File: config.mk
export PLATFORM = sky130hd
export DESIGN_NAME = echo_distance_average_bar_core
export DESIGN_NICKNAME = d
export VERILOG_FILES = /design/src/edab_pkg.sv /design/src/edab_ctrl.sv /design/src/edab_dp.sv /design/src/echo_distance_average_bar_core.sv
export VERILOG_INCLUDE_DIRS = /design/src /design/src/src
export SDC_FILE = /design/constraint.sdc
export NUM_CORES = 1
export LEC_CHECK = 0
export BUFFER_PORTS_ARGS = -buffer_cell sky130_fd_sc_hd__buf_4
export CAP_MARGIN = 20
export CORE_MARGIN = 3
export CORE_UTILIZATION = 59
export CTS_CLUSTER_SIZE = 40
export DETAILED_ROUTE_END_ITERATION = 10
export PLACE_DENSITY = 0.82
export SYNTH_ARGS = -nofsm -noshare
export SYNTH_HDL_FRONTEND = slang
export SYNTH_SLANG_ARGS = --single-unit
File: constraint.sdc
create_clock -name clk -period 7.2 [get_ports clk]
set_input_delay 1.44 -clock clk [delete_from_list [all_inputs] [get_ports clk]]
set_output_delay 1.44 -clock clk [all_outputs]
set_load 0.01 [all_outputs]
File: src/echo_distance_average_bar_core_assert.svh
// Assertion macros for the echo distance averager.
// Used by the top level, which supplies clk and rst_n in scope.
`ifndef ECHO_DISTANCE_AVERAGE_BAR_CORE_ASSERT_SVH
`define ECHO_DISTANCE_AVERAGE_BAR_CORE_ASSERT_SVH

// Checks a property at every clock edge outside reset.
`define EDAB_ASSERT(label, prop, msg) \
    label: assert property (@(posedge clk) disable iff (!rst_n) prop) \
        else $error(msg);

// Checks that a trigger is followed by a condition in the next cycle.
`define EDAB_ASSERT_NEXT(label, trig, cons, msg) \
    label: assert property (@(posedge clk) disable iff (!rst_n) (trig) |=> (cons)) \
        else $error(msg);

`endif

File: src/edab_pkg.sv
// Package for the echo distance averager: sizes, constants, register indexes,
// sequencer states and the control bundle. No dependencies.
`default_nettype none

package edab_pkg;

    localparam int WINDOW_LEN = 5;
    localparam int BAR_WIDTH  = 62;

    localparam int ECHO_W    = 20;
    localparam int DIST_W    = 16;
    localparam int CFG_W     = 8;
    localparam int FILL_W    = 6;
    localparam int CFG_IDX_W = 1;

    localparam logic [CFG_IDX_W-1:0] REG_MAX_RANGE  = 1'b0;
    localparam logic [CFG_IDX_W-1:0] REG_FAR_THRESH = 1'b1;

    localparam int SCALE_K     = 113742;
    localparam int LIMIT_SHIFT = 24;
    localparam int DIST_SHIFT  = LIMIT_SHIFT - 8;

    localparam int SLOT_W      = $clog2(WINDOW_LEN);
    localparam int SUM_W       = DIST_W + $clog2(WINDOW_LEN);
    localparam int RECIP_SHIFT = SUM_W + $clog2(WINDOW_LEN);

    localparam int MUL_W  = 24;
    localparam int PROD_W = 2 * MUL_W;

    localparam logic [MUL_W-1:0] RECIP = MUL_W'(((64'd1 << RECIP_SHIFT)
        + 64'(WINDOW_LEN) - 64'd1) / 64'(WINDOW_LEN));

    localparam int SPAN   = BAR_WIDTH - 2;
    localparam int QUO_W  = $clog2(SPAN + 1);
    localparam int DBIT_W = $clog2(QUO_W);
    localparam int REM_W  = CFG_W + QUO_W;
    localparam int CNT_W  = (SLOT_W > DBIT_W) ? SLOT_W : DBIT_W;

    localparam int FILL_MAX   = (1 << FILL_W) - 1;
    localparam int FILL_LIMIT = (SPAN < FILL_MAX) ? SPAN : FILL_MAX;

    typedef enum logic [3:0] {
        ST_IDLE,
        ST_SCALE,
        ST_CHECK,
        ST_SUM,
        ST_AVG_MUL,
        ST_AVG,
        ST_BAR_MUL,
        ST_DIV,
        ST_FINISH
    } state_t;

    typedef enum logic [1:0] {
        MS_SCALE,
        MS_AVG,
        MS_BAR
    } mul_sel_t;

    typedef struct packed {
        logic              load_in;
        mul_sel_t          mul_sel;
        logic              prod_ld;
        logic              ring_upd;
        logic              sum_clr;
        logic              sum_en;
        logic [SLOT_W-1:0] sum_idx;
        logic              avg_ld;
        logic              bar_ld;
        logic              div_en;
        logic [DBIT_W-1:0] div_bit;
        logic              out_ld;
    } ctl_t;

endpackage

`default_nettype wire

File: src/edab_ctrl.sv
// Sequencer of the echo distance averager: state machine and step counter
// that drive the shared datapath. Depends on edab_pkg.
`default_nettype none

module edab_ctrl
(
    input  wire logic          clk,
    input  wire logic          rst_n,
    input  wire logic          in_valid,
    input  wire logic          out_busy,
    output logic               in_stall,
    output edab_pkg::ctl_t     ctl
);

    import edab_pkg::*;

    state_t             state_reg;
    state_t             state_next;
    logic [CNT_W-1:0]   cnt_reg;
    logic [CNT_W-1:0]   cnt_next;

    always_ff @(posedge clk or negedge rst_n)
    begin
        if (!rst_n)
        begin
            state_reg <= ST_IDLE;
            cnt_reg   <= '0;
        end
        else
        begin
            state_reg <= state_next;
            cnt_reg   <= cnt_next;
        end
    end

    always_comb
    begin
        state_next = state_reg;
        cnt_next   = cnt_reg;
        unique case (state_reg)
            ST_IDLE:
            begin
                if (in_valid)
                begin
                    state_next = ST_SCALE;
                end
            end
            ST_SCALE:
            begin
                state_next = ST_CHECK;
            end
            ST_CHECK:
            begin
                state_next = ST_SUM;
                cnt_next   = '0;
            end
            ST_SUM:
            begin
                if (cnt_reg == CNT_W'(WINDOW_LEN - 1))
                begin
                    state_next = ST_AVG_MUL;
                end
                else
                begin
                    cnt_next = cnt_reg + CNT_W'(1);
                end
            end
            ST_AVG_MUL:
            begin
                state_next = ST_AVG;
            end
            ST_AVG:
            begin
                state_next = ST_BAR_MUL;
                cnt_next   = CNT_W'(QUO_W - 1);
            end
            ST_BAR_MUL:
            begin
                state_next = ST_DIV;
            end
            ST_DIV:
            begin
                if (cnt_reg == '0)
                begin
                    state_next = ST_FINISH;
                end
                else
                begin
                    cnt_next = cnt_reg - CNT_W'(1);
                end
            end
            ST_FINISH:
            begin
                if (!out_busy)
                begin
                    state_next = ST_IDLE;
                end
            end
            default:
            begin
                state_next = ST_IDLE;
            end
        endcase
    end

    always_comb
    begin
        ctl         = '0;
        ctl.mul_sel = MS_SCALE;
        ctl.sum_idx = cnt_reg[SLOT_W-1:0];
        ctl.div_bit = cnt_reg[DBIT_W-1:0];
        in_stall    = (state_reg != ST_IDLE);
        unique case (state_reg)
            ST_IDLE:
            begin
                ctl.load_in = in_valid;
            end
            ST_SCALE:
            begin
                ctl.mul_sel = MS_SCALE;
                ctl.prod_ld = 1'b1;
            end
            ST_CHECK:
            begin
                ctl.ring_upd = 1'b1;
                ctl.sum_clr  = 1'b1;
            end
            ST_SUM:
            begin
                ctl.sum_en = 1'b1;
            end
            ST_AVG_MUL:
            begin
                ctl.mul_sel = MS_AVG;
                ctl.prod_ld = 1'b1;
            end
            ST_AVG:
            begin
                ctl.avg_ld = 1'b1;
            end
            ST_BAR_MUL:
            begin
                ctl.mul_sel = MS_BAR;
                ctl.bar_ld  = 1'b1;
            end
            ST_DIV:
            begin
                ctl.div_en = 1'b1;
            end
            ST_FINISH:
            begin
                ctl.out_ld = !out_busy;
            end
            default:
            begin
                ctl.load_in = 1'b0;
            end
        endcase
    end

endmodule

`default_nettype wire

File: src/edab_dp.sv
// Datapath of the echo distance averager: configuration registers, sample
// ring, shared multiplier, accumulator, divider step and output register.
// Depends on edab_pkg.
`default_nettype none

module edab_dp
(
    input  wire logic                             clk,
    input  wire logic                             rst_n,
    input  wire logic                             cfg_we,
    input  wire logic [edab_pkg::CFG_IDX_W-1:0]   cfg_index,
    input  wire logic [edab_pkg::CFG_W-1:0]       cfg_data,
    input  wire logic [edab_pkg::ECHO_W-1:0]      echo_us,
    input  wire edab_pkg::ctl_t                   ctl,
    input  wire logic                             out_stall,
    output logic                                  out_valid,
    output logic                                  out_busy,
    output logic [edab_pkg::DIST_W-1:0]           avg_distance,
    output logic [edab_pkg::FILL_W-1:0]           bar_fill,
    output logic                                  sample_accepted
);

    import edab_pkg::*;

    logic [CFG_W-1:0]   max_reg;
    logic [CFG_W-1:0]   far_reg;
    logic [DIST_W-1:0]  ring_reg [WINDOW_LEN];
    logic [SLOT_W-1:0]  slot_reg;
    logic [SLOT_W-1:0]  slot_next;
    logic               out_valid_reg;
    logic               out_valid_next;

    logic [ECHO_W-1:0]  echo_reg;
    logic [PROD_W-1:0]  prod_reg;
    logic               accepted_reg;
    logic [SUM_W-1:0]   acc_reg;
    logic [DIST_W-1:0]  avg_reg;
    logic [REM_W-1:0]   rem_reg;
    logic [QUO_W-1:0]   q_reg;
    logic [DIST_W-1:0]  avg_out_reg;
    logic [FILL_W-1:0]  fill_out_reg;
    logic               acc_out_reg;

    logic [MUL_W-1:0]   mul_a;
    logic [MUL_W-1:0]   mul_b;
    logic [PROD_W-1:0]  mul_p;
    logic [CFG_W-1:0]   clamp_c;
    logic               take;
    logic [REM_W-1:0]   div_sh;
    logic               div_ge;
    logic [QUO_W-1:0]   span_diff;
    logic [FILL_W-1:0]  fill_val;

    assign clamp_c = (avg_reg[DIST_W-1 -: CFG_W] > far_reg) ? far_reg
                                                           : avg_reg[DIST_W-1 -: CFG_W];

    always_comb
    begin
        unique case (ctl.mul_sel)
            MS_SCALE:
            begin
                mul_a = MUL_W'(echo_reg);
                mul_b = MUL_W'(SCALE_K);
            end
            MS_AVG:
            begin
                mul_a = MUL_W'(acc_reg);
                mul_b = RECIP;
            end
            MS_BAR:
            begin
                mul_a = MUL_W'(clamp_c);
                mul_b = MUL_W'(SPAN);
            end
            default:
            begin
                mul_a = '0;
                mul_b = '0;
            end
        endcase
    end

    assign mul_p = PROD_W'(mul_a) * PROD_W'(mul_b);

    assign take = (prod_reg <= (PROD_W'(max_reg) << LIMIT_SHIFT));

    assign slot_next = (slot_reg == SLOT_W'(WINDOW_LEN - 1)) ? '0
                                                             : slot_reg + SLOT_W'(1);

    assign div_sh = REM_W'(far_reg) << ctl.div_bit;
    assign div_ge = (rem_reg >= div_sh);

    assign span_diff = QUO_W'(SPAN) - q_reg;

    always_comb
    begin
        if (far_reg == '0)
        begin
            fill_val = '0;
        end
        else if (8'(span_diff) > 8'(FILL_MAX))
        begin
            fill_val = FILL_W'(FILL_MAX);
        end
        else
        begin
            fill_val = FILL_W'(span_diff);
        end
    end

    always_comb
    begin
        if (ctl.out_ld)
        begin
            out_valid_next = 1'b1;
        end
        else if (!out_stall)
        begin
            out_valid_next = 1'b0;
        end
        else
        begin
            out_valid_next = out_valid_reg;
        end
    end

    always_ff @(posedge clk or negedge rst_n)
    begin
        if (!rst_n)
        begin
            max_reg       <= CFG_W'(60);
            far_reg       <= CFG_W'(24);
            slot_reg      <= '0;
            out_valid_reg <= 1'b0;
            for (int i = 0; i < WINDOW_LEN; i++)
            begin
                ring_reg[i] <= '0;
            end
        end
        else
        begin
            out_valid_reg <= out_valid_next;
            if (cfg_we && (cfg_index == REG_MAX_RANGE))
            begin
                max_reg <= cfg_data;
            end
            else if (cfg_we && (cfg_index == REG_FAR_THRESH))
            begin
                far_reg <= cfg_data;
            end
            if (ctl.ring_upd && take)
            begin
                ring_reg[slot_reg] <= prod_reg[DIST_SHIFT +: DIST_W];
                slot_reg           <= slot_next;
            end
        end
    end

    always_ff @(posedge clk)
    begin
        if (ctl.load_in)
        begin
            echo_reg <= echo_us;
        end
        if (ctl.prod_ld)
        begin
            prod_reg <= mul_p;
        end
        if (ctl.ring_upd)
        begin
            accepted_reg <= take;
        end
        if (ctl.sum_clr)
        begin
            acc_reg <= '0;
        end
        else if (ctl.sum_en)
        begin
            acc_reg <= acc_reg + SUM_W'(ring_reg[ctl.sum_idx]);
        end
        if (ctl.avg_ld)
        begin
            avg_reg <= prod_reg[RECIP_SHIFT +: DIST_W];
        end
        if (ctl.bar_ld)
        begin
            rem_reg <= mul_p[REM_W-1:0];
            q_reg   <= '0;
        end
        else if (ctl.div_en && div_ge)
        begin
            rem_reg             <= rem_reg - div_sh;
            q_reg[ctl.div_bit]  <= 1'b1;
        end
        if (ctl.out_ld)
        begin
            avg_out_reg  <= avg_reg;
            fill_out_reg <= fill_val;
            acc_out_reg  <= accepted_reg;
        end
    end

    assign out_valid       = out_valid_reg;
    assign out_busy        = out_valid_reg && out_stall;
    assign avg_distance    = avg_out_reg;
    assign bar_fill        = fill_out_reg;
    assign sample_accepted = acc_out_reg;

endmodule

`default_nettype wire

File: src/echo_distance_average_bar_core.sv
// Top level of the echo distance averager with bar fill output.
// Instantiates edab_ctrl and edab_dp; depends on edab_pkg and the assertion header.
//
// Each input beat on in_valid/in_stall carries one echo width in microseconds.
// The block scales it to a distance in 1/256 inch, stores it in a five-entry
// ring when it lies within the maximum range register, and returns one output
// beat with the ring average, the bar fill width and a flag telling whether the
// reading was stored. One shared multiplier does the scaling, the reciprocal
// division by the window length and the bar product; the bar quotient comes
// from a restoring divider that resolves one bit per cycle.
// An item keeps in_stall high from acceptance until its result is loaded into
// the output register, so a new item is taken only once the last one is done.
// The ring sum is one entry per cycle and the divider one quotient bit per cycle.
// If the receiver stalls, the result waits in the output register; a further
// item may be accepted meanwhile and is held in its final step until the
// output register is free. Configuration writes on cfg_we take effect at the
// next edge and are meant for idle periods. Reset clears the ring to zero,
// restores the register defaults of 60 and 24 inches and drops any result.
`default_nettype none

module echo_distance_average_bar_core
(
    input  wire logic                             clk,
    input  wire logic                             rst_n,
    input  wire logic                             in_valid,
    output logic                                  in_stall,
    input  wire logic [edab_pkg::ECHO_W-1:0]      echo_us,
    output logic                                  out_valid,
    input  wire logic                             out_stall,
    output logic [edab_pkg::DIST_W-1:0]           avg_distance,
    output logic [edab_pkg::FILL_W-1:0]           bar_fill,
    output logic                                  sample_accepted,
    input  wire logic                             cfg_we,
    input  wire logic [edab_pkg::CFG_IDX_W-1:0]   cfg_index,
    input  wire logic [edab_pkg::CFG_W-1:0]       cfg_data
);

    import edab_pkg::*;

`include "echo_distance_average_bar_core_assert.svh"

    ctl_t   ctl;
    logic   out_busy;

    edab_ctrl u_ctrl
    (
        .clk      (clk),
        .rst_n    (rst_n),
        .in_valid (in_valid),
        .out_busy (out_busy),
        .in_stall (in_stall),
        .ctl      (ctl)
    );

    edab_dp u_dp
    (
        .clk             (clk),
        .rst_n           (rst_n),
        .cfg_we          (cfg_we),
        .cfg_index       (cfg_index),
        .cfg_data        (cfg_data),
        .echo_us         (echo_us),
        .ctl             (ctl),
        .out_stall       (out_stall),
        .out_valid       (out_valid),
        .out_busy        (out_busy),
        .avg_distance    (avg_distance),
        .bar_fill        (bar_fill),
        .sample_accepted (sample_accepted)
    );

    `EDAB_ASSERT_NEXT(a_busy_after_accept, in_valid && !in_stall, in_stall, "no stall after beat")
    `EDAB_ASSERT(a_fill_range, out_valid |-> (8'(bar_fill) <= 8'(FILL_LIMIT)), "fill too wide")
    `EDAB_ASSERT(a_no_overwrite, ctl.out_ld |-> !(out_valid && out_stall), "held beat lost")

endmodule

`default_nettype wire

## After elaboration in Yosys (flattened, before gate mapping)

Cells that the tools add are included.
W data, S select, Z words.

- Muxes and demuxes: 33
- Equality and inequality tests: 19
- Reductions and logical operators: 19
- Shifts and indexed selects: 1
- Multipliers: 1
- Bitwise logic cells: 5
- $lt $le $gt $ge: 8
- Add/subtract/negate cells: 6

Operators by type and width:

| kind | count |
|---|---|
| $pmux W20 S3 | 2 |
| $bwmux W80 | 1 |
| $bmux W16 S3 | 1 |
| $demux W16 S3 | 1 |
| $le A48 B32 Y1 | 1 |
| $mux W16 | 3 |
| $mul A20 B20 Y40 | 1 |
| $pmux W4 S9 | 1 |
| $mux W14 | 2 |
| $add A19 B16 Y19 | 1 |
| $eq A4 B3 Y1 const B | 4 |
| $mux W4 | 4 |
| $ge A14 B14 Y1 | 1 |
| $shl A8 B3 Y14 | 1 |
| $sub A14 B14 Y14 | 1 |
| $pmux W3 S4 | 1 |
| $mux W1 | 10 |
| $mux W3 | 3 |
| $eq A4 B2 Y1 const B | 2 |
| $ge A4 B4 Y1 const B | 2 |
| $gt A8 B8 Y1 | 1 |
| $logic_not A8 Y1 | 1 |
| $mux W8 | 1 |
| $ne A2 B2 Y1 const B | 4 |
| 29 further kinds | 42 |

- Bits of input ports: 34
- Flip-flop bits (word level): 254
- Output and inout bits: 25
- Logic and storage cells: 113

## Longest topological paths before layout

- Depth in word-level cells: 6
- Mapped depth: 35
- Gate-level depth less buffers: 33

## Modules after synthesis

A second synthesis with hierarchy kept.

- Cells, all modules: 2065
- Area total of the unflattened synthesis: 22651.7 um^2

By module, submodules not included:

| module | cells an instance | instances | sequential area each (um^2) | area an instance (um^2) |
|---|---|---|---|---|
| edab_dp | 1985 | 1 | 6523.8 | 22003.6 |
| edab_ctrl | 80 | 1 | 175.2 | 648.1 |

## Worst setup path before layout

Ideal clock, no wire load.

- Path type: register to register
- Start point: register u_ctrl.state_reg[3]
- End point: register u_dp.prod_reg[36] (data pin)
- Slack: -0.696 ns
- Stages on the path, launching flop included: 29
- Required time: 7.065 ns
- Arrival time: 7.761 ns
- Path through: dfrtp_1 nand2b_1 nor3_1 clkbuf_1 nand2_1 inv_1 nor2_1 fa_1 inv_1 fa_1 inv_1 fa_1 inv_1 fa_1 fa_1 fa_1 inv_1 fa_1 inv_1 ha_1 buf_6 a211oi_2 nor2_1 o41ai_4 o22ai_1 or4b_4 and3_4 or4_1 nand3_1

- Cells in the longest elaborated chain, start to end: 5
- Elaborated cells on any way between the ends: 9
- Those cells by class: 1 x mul; 4 x eq/ne; 3 x mux; 1 x reduce/logical

Ends and longest elaborated chain:

| what | line | source |
|---|---|---|
| start: declaration | edab_ctrl.sv:17 | `state_t state_reg;` |
| start signal: assignment | edab_ctrl.sv:31 | `state_reg <= state_next;` |
| $eq A4 B3 Y1 | edab_ctrl.sv:113 | `unique case (state_reg)` |
| $pmux W2 S2 * | edab_ctrl.sv:113 |  |
| $eq A2 B2 Y1 (tied with other cells) | edab_dp.sv:59 | `unique case (ctl.mul_sel)` |
| $pmux W20 S3 | edab_dp.sv:59 |  |
| $mul A20 B20 Y40 * | edab_dp.sv:83 | `assign mul_p = PROD_W'(mul_a) * PROD_W'(mul_b);` |
| net u_dp.mul_p[36] | edab_dp.sv:46 | `logic [PROD_W-1:0] mul_p;` |
| end signal: assignment | edab_dp.sv:167 | `prod_reg <= mul_p;` |
| end: declaration | edab_dp.sv:34 | `logic [PROD_W-1:0] prod_reg;` |

The timed path passes the listed nets; every way through them passes the cells marked *.
A chain may end at the register's enable or synchronous reset.

## Worst setup path after layout

- Start point: register u_dp.far_reg[4]
- End point: register u_dp.prod_reg[36] (data pin)

- Cells in the longest elaborated chain, start to end: 4

Ends and longest elaborated chain:

| what | line | source |
|---|---|---|
| start: declaration | edab_dp.sv:26 | `logic [CFG_W-1:0] far_reg;` |
| start signal: assignment | edab_dp.sv:149 | `far_reg <= cfg_data;` |
| $gt A8 B8 Y1 | edab_dp.sv:54 | `assign clamp_c = (avg_reg[DIST_W-1 -: CFG_W] > far_reg) ? far_reg` |
| $mux W8 * | edab_dp.sv:54 |  |
| $pmux W20 S3 * | edab_dp.sv:59 |  |
| $mul A20 B20 Y40 * | edab_dp.sv:83 |  |
| net u_dp.mul_p[36] | edab_dp.sv:46 |  |

Marked as above.

==> reports/qor.txt <==
# rows -> 70
Clock Skews -> 0.00803 ns
Final min period -> 7.77 ns
Critical-path top delay cell -> fa_2
DR vias -> 16,867
Most frequent cells in the layout -> 316 x inv_1, 279 x buf_4, 248 x fa_1
Status -> finished, violations left
CTS buffer count -> 26
Area of the mapped netlist -> 22,300 um^2
Worst setup margin -> -0.568 ns
Post-synthesis cell type count -> 74
Slew Limit Fails -> 0
Die Height -> 200 um
Violated checks -> negative setup slack
Hold_ws -> 0.420 ns
Tightest Pin Transition -> 1.05 ns
Post-layout util -> 72.2%
CP Capture Type -> register
Clk_lat worst skew -> 0.58 ns
Max-cap violations -> 0
First-pass iteration count of the detailed router -> 6
Setup violators final -> 22
Global-route wire length before repair -> 97,500 um
Layout Cells excl Fill -> 2,869
Placer Congestion -> 1.00
Number of global-route vias before repair -> 18,284
PortBufs -> 58
# clock sinks -> 246
Share of layout cells above drive strength 1 -> 24.3%
Die ar. -> 40,100 um^2
Fmax -> 129 MHz
Post-DP HPWL -> 48,700 um
Post-synthesis area per instance -> 10.9 um^2
Placed insts -> 2,804
CTS tree -> built
Critical-path maximum fanout -> 5
Post-Layout Inst Area -> 26,600 um^2
Total wire length -> 61,700 um
Initial antenna violation count -> 1
Largest cells by area after synthesis -> fa_1 23%, edfxtp_1 15%, ha_1 13%
Htree depth -> 1
Initial Utilization -> 60.4%
DR vias/cell -> 5.88
Ys Warns -> 0
Most numerous cell on the critical path -> fa_2
Worst-path clk slew -> 0.07 ns
Number of flops mapped to enable cells by yosys -> 114
Routed Antenna Nets -> 0
Placed Area -> 25,200 um^2
CTS Buffer Depth -> 3
Slew headroom -> 29.5%
Die span in x -> 200 um
Seq cells post-synth -> 246
Hold violation total from the final report -> 0
Top-area cell type share of the netlist area -> 23.4%
Reg-to-reg slack, setup -> -0.57 ns
Ports -> 59
Post-synth top flop -> edfxtp_1
RSZ-0062 raised after global routing -> yes
# DRC -> 0
Leading area contributor after synthesis -> fa_1
WL/cell -> 21.5 um
Layout Nets -> 2,869
Core region area -> 36,900 um^2
Largest net degree at the start of global routing -> 73
Largest register FFs -> 80
Initial DRC Count -> 1,329
Setup CP Type -> reg2reg
Post-Syn Instances -> 2,048
Worst Hold Class -> reg2reg
Area Overhead vs Synth -> 19.5%
Async set-reset flop share out of synthesis -> 43.5%
WP data arrival -> 8.22 ns
Sequential share of the synthesized area -> 29.7%
Critical Path RT -> 7.65 ns
Type of origin of the critical path -> register
GRT overflow -> 0
Final worst path period share -> 108%
Slowest stage delay, CP -> 0.57 ns
Commonest non-fill, non-tap cell in the layout -> inv_1
All-Layer GR Usage -> 30.8%
Clock Tree Root -> clkbuf_16
-- path summary, 6_finish.rpt --
check / startpoint / to / cells after the start
worst max register to register: u_dp.far_reg[4] / u_dp.prod_reg[36] / 30
worst min register to register: u_dp.avg_reg[4] / u_dp.avg_distance[4] / 0
min in group asynchronous: rst_n / u_dp.slot_reg[0] / 1
worst max-delay path: u_dp.far_reg[4] / u_dp.prod_reg[36] / 30
max in group asynchronous: rst_n / u_ctrl.state_reg[2] / 2
worst min-delay path: u_dp.avg_reg[4] / u_dp.avg_distance[4] / 0
-- worst max-delay path, delay by kind of cell, from the launching register on --
| kind | cells | cell delay, ns |
|---|---|---|
| AOI/OAI and AO/OA | 5 | 0.92 |
| muxes | 1 | 0.21 |
| DFF | 1 | 0.53 |
| adders and majority gates | 9 | 3.85 |
| buffers and inverters | 7 | 0.57 |
| and+or+nand+nor | 8 | 1.54 |
-- kinds of logic (layout without fill, tap and decap cells) --
family,Yosys count,count (layout),synth area share [%]
AND/OR/NAND/NOR,438,438,9.62
AO/OA/AOI/OAI,291,291,8.50
other,2,30,0.0337
flip-flops,246,246,29.7
buffers and inverters,389,678,6.63
XOR/XNOR,57,57,2.24
adder cells (fa/ha/maj),491,491,36.3
multiplexers,134,134,6.99
-- per-stage QoR --
stage          setup TNS, ns  setup WS [ns]
2_1_floorplan        -0.0475        -0.0321
3_3_place_gp           -3.37         -0.417
3_5_place_dp           -6.72         -0.659
4_1_cts                -2.45         -0.381
5_1_grt               -10.98         -0.730
6_report               -5.90         -0.568
-- timing repair --
action / CTS / global route
endpoints found under the setup margin: 25 / 31
resized for setup: 50 / 55
hold buffers: 0 / 0
pin swaps: 31 / 41
setup buffers: 8 / 11
-- routing by layer --
layer | vias up | wire length [um] | track usage (%)
li1 | 7484 | - | -
met1 | 8412 | 23100 | 38.9
met2 | 747 | 29900 | 50.9
met3 | 224 | 4550 | 5.14
met4 | 0 | 4150 | 17.5
met5 | - | 0 | 0
-- cell type report --
class,instances,area [um^2]
sequential,246,6610
multi-input combinational,1440,14900
antenna,1,2.50
tap,504,631
timing repair buffer,290,2240
inverter,340,1280
fill,2373,10200
clock inverter,20,259
clock buffer,28,668
-- Yosys cell counts (7+ instances only) --
cell type and count:
mux4_2 8, nand3_1 38, a21o_1 29, nor3_1 22
edfxtp_1 114, ha_1 231, mux2i_1 34, inv_1 335
o22ai_1 10, and3_1 11, xor2_1 21, nor2b_1 15
o2bb2ai_1 8, nand2b_1 16, a21oi_1 86, o21ai_0 58
clkbuf_1 37, dfxtp_1 25, o21bai_1 7, or2_2 11
nor4_1 10, or3_1 11, and2_1 16, xnor2_1 36
a31oi_1 10, a211oi_1 13, nand4_1 16, mux2_2 92
o21a_1 14, nand2_1 127, dfrtp_1 101, nor2_1 121
fa_1 260
Power is left out: the tool's default activity adds up to more than one toggle a clock period on the data nets, which glitch-free logic cannot reach.
